`src/rtl/core/ffra_pkg.sv`:
```
// Shared types and constants for the first-fit range allocator.
package ffra_pkg;

  localparam int unsigned DEFAULT_MAX_ENTRIES = 64;

  typedef enum logic [0:0] {
    CMD_ALLOC = 1'b0,
    CMD_FREE  = 1'b1
  } ffra_cmd_e;

  typedef enum logic [2:0] {
    STAT_OK       = 3'd0,
    STAT_ZERO     = 3'd1,
    STAT_NOSPACE  = 3'd2,
    STAT_FULL     = 3'd3,
    STAT_MISMATCH = 3'd4,
    STAT_NOTFOUND = 3'd5
  } ffra_status_e;

  typedef enum logic [2:0] {
    S_IDLE,
    S_SCAN_A,
    S_PLACE,
    S_SHIFT_UP,
    S_INSERT,
    S_SCAN_F,
    S_SHIFT_DN,
    S_REMOVE
  } ffra_state_e;

  typedef struct packed {
    ffra_cmd_e   command;
    logic [31:0] request_size;
    logic [31:0] free_offset;
  } ffra_req_t;

  typedef struct packed {
    ffra_status_e status;
    logic [31:0]  range_offset;
    logic [31:0]  range_size;
  } ffra_rsp_t;

  typedef struct packed {
    logic [31:0] offset;
    logic [31:0] length;
  } ffra_entry_t;

  // Update request from the sequencer to the free-byte counter.
  typedef struct packed {
    logic        take;
    logic        give;
    logic [31:0] amount;
  } ffra_cnt_op_t;

endpackage

```
`src/rtl/core/ffra_free_count.sv`:
```
// Region size register and saturating free-byte counter.
module ffra_free_count (
  input  logic                  clk_i,
  input  logic                  rst_ni,
  input  logic                  cfg_we_i,
  input  logic [31:0]           cfg_wdata_i,
  input  ffra_pkg::ffra_cnt_op_t op_i,
  output logic [31:0]           free_bytes_o,
  output logic [31:0]           region_size_o
);
  import ffra_pkg::*;

  logic [31:0] region_q, region_d;
  logic [31:0] free_q, free_d;
  logic [31:0] used;
  logic [32:0] sum;

  always_comb begin
    region_d = region_q;
    free_d   = free_q;
    used     = (free_q > region_q) ? 32'd0 : (region_q - free_q);
    sum      = {1'b0, free_q} + {1'b0, op_i.amount};
    if (cfg_we_i) begin
      // The bytes in use carry over to the new region size.
      region_d = cfg_wdata_i;
      free_d   = (cfg_wdata_i >= used) ? (cfg_wdata_i - used) : 32'd0;
    end else if (op_i.take) begin
      free_d = (free_q >= op_i.amount) ? (free_q - op_i.amount) : 32'd0;
    end else if (op_i.give) begin
      free_d = sum[32] ? 32'hFFFF_FFFF : sum[31:0];
    end
  end

  always_ff @(posedge clk_i or negedge rst_ni) begin
    if (!rst_ni) begin
      region_q <= '0;
      free_q   <= '0;
    end else begin
      region_q <= region_d;
      free_q   <= free_d;
    end
  end

  assign free_bytes_o  = free_q;
  assign region_size_o = region_q;

endmodule

```
`config.mk`:
```
export PLATFORM = sky130hd
export DESIGN_NAME = ffra_free_count
export DESIGN_NICKNAME = d
export VERILOG_FILES = /design/src/rtl/core/ffra_pkg.sv /design/src/rtl/core/ffra_free_count.sv
export SDC_FILE = /design/constraint.sdc
export NUM_CORES = 1
export LEC_CHECK = 0
export ABC_AREA = 1
export BUFFER_PORTS_ARGS = -buffer_cell sky130_fd_sc_hd__buf_2
export CORE_UTILIZATION = 54
export CTS_CLUSTER_DIAMETER = 60
export CTS_CLUSTER_SIZE = 20
export DETAILED_ROUTE_END_ITERATION = 16
export PLACE_DENSITY = 0.74
export SLEW_MARGIN = 20
export SYNTH_ARGS = -nofsm -noshare
export SYNTH_HDL_FRONTEND = slang
export SYNTH_SLANG_ARGS = --single-unit
export TNS_END_PERCENT = 1
```
`constraint.sdc`:
```
create_clock -name clk_i -period 6.5 [get_ports clk_i]
set_input_delay 0.975 -clock clk_i [delete_from_list [all_inputs] [get_ports clk_i]]
set_output_delay 0.975 -clock clk_i [all_outputs]
set_load 0.01 [all_outputs]
```
==> results of run 1 <==
per-layer routing:
metal | share of wire, % | vias up | GRT usage [%]
met1 | 42 | 6531 | 50.30
met4 | 5.4 | 0 | 19.67
met3 | 6.8 | 125 | 3.884
met5 | 0 | - | 0
met2 | 45 | 621 | 67.38
li1 | - | 7182 | -
state kept, by name, summed over array words and instances (netlist names):
| signal | count |
|---|---|
| free_bytes_o | 32 |
| region_size_o | 32 |
kinds of logic after synthesis:
kind of cell | Yosys count | share of synthesized area (%)
and+or+nand+nor | 1264 | 41.78
DFF | 64 | 12.94
buffers and inverters | 447 | 14.54
xor gates and xnor gates | 63 | 4.459
adders and majority gates | 134 | 13.79
AOI/OAI and AO/OA | 275 | 12.50
worst reg2reg max path, delay by kind of cell (launching register included):
family                   cells  cell delay [ns]
adder cells (fa/ha/maj)      3             0.96
buffers and inverters        4             0.83
AO/OA/AOI/OAI                4             0.85
AND/OR/NAND/NOR             19             2.23
flip-flops                   1             0.46
cells in the final DEF (no fill, tap or decap), types with 9 or more instances in the layout:
cell       synthesis  final
nor3_1            29     29
nor2_1           241    241
buf_2             17    132
o21ai_0           72     72
ha_1             130    130
dfrtp_1           64     64
nand2_1          790    790
a21oi_2           12     12
nand3_1          129    129
inv_1            387    386
xnor2_1           20     20
nand2_2           10     10
xor2_1            43     43
a21o_1            11     11
clkbuf_16          0      9
or2_2             10     10
nand4_1           22     22
o21ai_1           21     21
a21oi_1          126    126
o21bai_1          17     17
layout make-up:
| class | count | area [um^2] |
|---|---|---|
| fill | 2411 | 9153 |
| timing repair buffer | 140 | 720.7 |
| sequential | 64 | 1602 |
| clock buffer | 10 | 239.0 |
| clock inverter | 6 | 43.79 |
| inverter | 395 | 1483 |
| multi-input combinational | 1736 | 8975 |
| tap | 285 | 356.6 |
power by group through the flow:
stage	sequential [W]	combinational, W	clock, W
detailed placement	0.000706	0.00606	0
global placement	0.000690	0.00602	0
CTS	0.000699	0.00609	0.000480
global route	0.000719	0.00689	0.000488
floorplan	0.000692	0.00437	0
finish	0.000707	0.00624	0.000472
metrics by stage:
stage          hold WS [ns]  power, W  setup slack, ns  area (um^2)
3_5_place_dp         0.4903  0.006761            1.215        13140
3_3_place_gp         0.4782  0.006710            1.373        13140
6_report             0.5035  0.007416            1.114        13420
5_1_grt              0.5330  0.008096           0.7054        13420
4_1_cts              0.5032  0.007270            1.216        13420
2_1_floorplan        0.5300  0.005067            2.702        12380
final timing paths:
| check | from | to | slack, ns | cells after the start |
|---|---|---|---|---|
| min reg2reg | region_size_o[18] | region_size_o[18] | 0.50 | 2 |
| max in group asynchronous | rst_ni | region_size_o[21] | 5.08 | 2 |
| min | region_size_o[18] | region_size_o[18] | 0.50 | 2 |
| min in group asynchronous | rst_ni | region_size_o[17] | 0.83 | 2 |
| max | free_bytes_o[11] | free_bytes_o[21] | 1.11 | 30 |
| max reg2reg | free_bytes_o[11] | free_bytes_o[21] | 1.11 | 30 |
==> results.toml, run 1 <==
[power_and_ir_drop]
pwr-share-clk_pct = 6.4
p_per_area_nw_per_um2 = 552.7
p_leak_nw = 7.924
power_frac_comb_pct = 84.1
power_switching_w = 0.004635
p_int_w = 0.002781
pwr-share-seq_pct = 9.5
irDropWorstVdd_uv = 361.3
sw_frac_of_total_pct = 62.50

[synth]
synth_edf_count = 0
synth_ff_type = "dfrtp_1"
yosys.area.top_type = "nand2_1"
synth_top_area_share_pct = 23.96
synth.avg_cell_area_um2 = 5.508
syn_inst = 2247
yosysUniqueCellTypes = 46
ys_ff_latch = 64
synth_warnings = 0
async_reset_ff_share_pct = 100.0
yosysMostFrequentCell = "nand2_1"
syn_area_um2 = 12380
syn_nets = 2450
synth.area.top_cells = "nand2_1 24%, ha_1 13%, dfrtp_1 13%, inv_1 12%, nor2_1 7.3%"
synth-seq-area-share_pct = 12.94
synth.top_cells.by_count = "790 x nand2_1, 387 x inv_1, 241 x nor2_1, 130 x ha_1, 129 x nand3_1"

[die]
num_rows = 55
core_region_area_um2 = 22570
die_w_um = 153.4
initial_core_util_pct = 54.83
die_h_um = 153.4
io_pins = 133
die-area_um2 = 23530

[route]
routed_via_density = 5.485
ant_nets = 0
drc = 0
wl_per_cell_um = 17.73
drt_iter0_markers = 1380
wl_um = 46740
firstDrtPassIters = 6
vias = 14460

[timing]
fin_crit_ns = 5.386
fin_crit_sh_pct = 82.86
finalSetupViolCount = 0
max-slew-margin-rel_pct = 41.48
fmax_mhz = 185.7
hold_violations = 0
rsz0062_at_grt = "false"
tightest_slew_ns = 0.8778
skew_ns = 0.02032
tns_ns = 0
drv_slew = 0

[worst_setup_path]
worstPathArrival_ns = 5.67
crit_path_end_kind = "flip-flop"
cpMaxStageDelayCell = "nand3_1"
worstSetupStartpointType = "flip-flop"
path_class = "reg2reg"
crit_buf_inv = 4
cp_common_cell = "nand2_1"
cp_data_required_time_ns = 6.78
cpPeakStageDelay_ns = 0.48
critPathTopFamily = "simple AND/OR/NAND/NOR gates"
crit_fanout = 20

[clock_network]
clk_pin_slew_ns = 0.07
clock_sinks = 64
tritoncts = "yes"
hold_buffers = 0
numCtsBuffers = 9
cts_resized = 0
clock_latency_ns = 0.35
post-cts-setup-buffers = 0
cts_root_buffer = "clkbuf_16"
cts.path.max_buffers = 2
cts.htree.levels = 3

[flow_run]
drv_cap = 0

[cells_and_area]
fin_nets = 2549
finish.utilization_pct = 59.45
layout-drive-gt1-share_pct = 8.805
final_cells = 2636
area_growth_pct = 8.432
insertedDiodeCount = 0

[placed_design]
numPortBuffers = 132
hpwl_um = 39630
gp_congestion = 1.032
dp.cells = 2620

[global_route]
grt_max_degree = 65
grt_pass1_vias = 13840
antenna_found_initial = 0
grt_overflow = 0
grt_pass1_wl_um = 72530
track_usage_pct = 39.71

[status]
status = "finished clean"

[worst_hold_path]
hold_class = "reg2reg"
Power figures use the tool's default switching activity.
==> inputs of run 2 (changes only) <==
--- a/config.mk
+++ b/config.mk
@@ -11,7 +11,7 @@
 export CTS_CLUSTER_DIAMETER = 60
 export CTS_CLUSTER_SIZE = 20
 export DETAILED_ROUTE_END_ITERATION = 16
-export PLACE_DENSITY = 0.74
+export PLACE_DENSITY = 0.77
 export SLEW_MARGIN = 20
 export SYNTH_ARGS = -nofsm -noshare
 export SYNTH_HDL_FRONTEND = slang
==> constraint.sdc (replaced) <==
create_clock -name clk_i -period 4.35 [get_ports clk_i]
set_input_delay 0.6525 -clock clk_i [delete_from_list [all_inputs] [get_ports clk_i]]
set_output_delay 0.6525 -clock clk_i [all_outputs]
set_load 0.01 [all_outputs]
==> results.toml, run 2 (synthesis results as in run 1) <==
[status]
status = "finished clean"

[route]
wl_per_cell_um = 17.86
drt_iter0_markers = 1504
routed_via_density = 5.587
drc = 0
vias = 15100
firstDrtPassIters = 6
wl_um = 48260
ant_nets = 0

[worst_setup_path]
reg2reg_to = "free_bytes_o[3]"
reg2reg_from = "free_bytes_o[18]"
worstSetupStartpointType = "flip-flop"
crit_path_end_kind = "flip-flop"
cpMaxStageDelayCell = "dfrtp_1"
worstPathArrival_ns = 4.42
reg2reg_slack_ns = 0.17
cp_data_required_time_ns = 4.59
path_class = "reg2reg"
cpPeakStageDelay_ns = 0.39
cp_common_cell = "nand2_1"
crit_buf_inv = 5
reg2reg_depth = 25
critPathTopFamily = "simple AND/OR/NAND/NOR gates"
crit_fanout = 6

[clock_network]
cts.htree.levels = 3
tritoncts = "yes"
cts.path.max_buffers = 2
clock_latency_ns = 0.35
cts_root_buffer = "clkbuf_16"
clk_pin_slew_ns = 0.06
clock_sinks = 64
numCtsBuffers = 9

[cells_and_area]
fin_nets = 2615
final_common_cell = "nand2_1"
final_cell_mix = "784 x nand2_1, 382 x inv_1, 239 x nor2_1"
final_cells = 2702
layout-drive-gt1-share_pct = 13.28
finish.utilization_pct = 63.33
insertedDiodeCount = 0
area_growth_pct = 15.51

[global_route]
grt_pass1_wl_um = 74150
grt_max_degree = 41
grt_overflow = 0
track_usage_pct = 40.40
antenna_found_initial = 0
grt_pass1_vias = 14350

[timing]
drv_slew = 0
hold_violations = 0
fin_crit_sh_pct = 96.09
fmax_mhz = 239.2
tns_ns = 0
tightest_slew_ns = 0.8521
fin_crit_ns = 4.180
finalSetupViolCount = 0
skew_ns = 0.01144
rsz0062_at_grt = "true"
max-slew-margin-rel_pct = 43.11

[placed_design]
gp_congestion = 1.023
dp.cells = 2678
numPortBuffers = 132
hpwl_um = 39900

[die]
num_rows = 55
die-area_um2 = 23530
core_region_area_um2 = 22570
die_w_um = 153.4
die_h_um = 153.4
io_pins = 133
initial_core_util_pct = 54.83

[power_and_ir_drop]
irDropWorstVdd_uv = 456.7
p_per_area_nw_per_um2 = 849.0
p_leak_nw = 8.329

[worst_hold_path]
hold_class = "in2async"

[flow_run]
drv_cap = 0
[run 2: cell types whose count changed in the layout (fill, tap and decap cells not counted), sizes merged]
cell	before	now
buf	140	203
bufinv	0	2
inv	394	392
clkbuf	10	13
[run 2: metrics by stage]
step / power [W] / setup slack [ns] / cell area [um^2] / hold slack (ns)
3_5_place_dp: 0.01053 / -0.1572 / 13580 / 0.4880
6_report: 0.01214 / 0.1702 / 14300 / 0.3768
3_3_place_gp: 0.01040 / -0.005327 / 13580 / 0.4766
5_1_grt: 0.01314 / -0.06614 / 14300 / 0.4369
2_1_floorplan: 0.007571 / 0.5517 / 12380 / 0.3569
4_1_cts: 0.01144 / 0.01677 / 13930 / 0.3878
[run 2: cell type report]
class,count,area (um^2)
Inverter,395,1486
Tap cell,285,356.6
Clock inverter,5,80.08
Timing Repair inverter,1,7.507
Sequential cell,64,1602
Multi-Input combinational cell,1736,9240
Clock buffer,11,242.7
Timing Repair Buffer,205,1280
Fill cell,2282,8277
[run 2: timing repair]
item	4_1_cts	5_1_grt
hold buffers	0	0
pin swaps	0	4
setup endpoints to repair	22	32
gates resized for setup	8	66
cloned	0	3
setup buffers	0	5
[run 2: routing by layer]
metal	up-vias	GRT usage (%)	part of all wire, %	wire (um)
met5	-	0	0	0
met4	0	20.38	5.3	2568
met3	157	3.459	7.5	3629
met2	760	68.88	47	22500
met1	6855	51.08	41	19570
li1	7325	-	-	-
[run 2: how the worst max path moves through the flow]
stage / startpoint / to / slack, ns / cells after the start
after detailed placement: region_size_o[0] / free_bytes_o[21] / -0.16 / 34
after floorplan: free_bytes_o[1] / free_bytes_o[16] / 0.55 / 31
after global routing: free_bytes_o[10] / free_bytes_o[8] / -0.07 / 31
after CTS: region_size_o[0] / free_bytes_o[21] / 0.02 / 30
final: free_bytes_o[18] / free_bytes_o[3] / 0.17 / 25
after global placement: free_bytes_o[15] / free_bytes_o[23] / -0.005 / 26
[run 2: power breakdown]
part           internal, W  switching, W
logic              0.00362       0.00678
clock network     0.000517      0.000304
registers         0.000774      0.000144
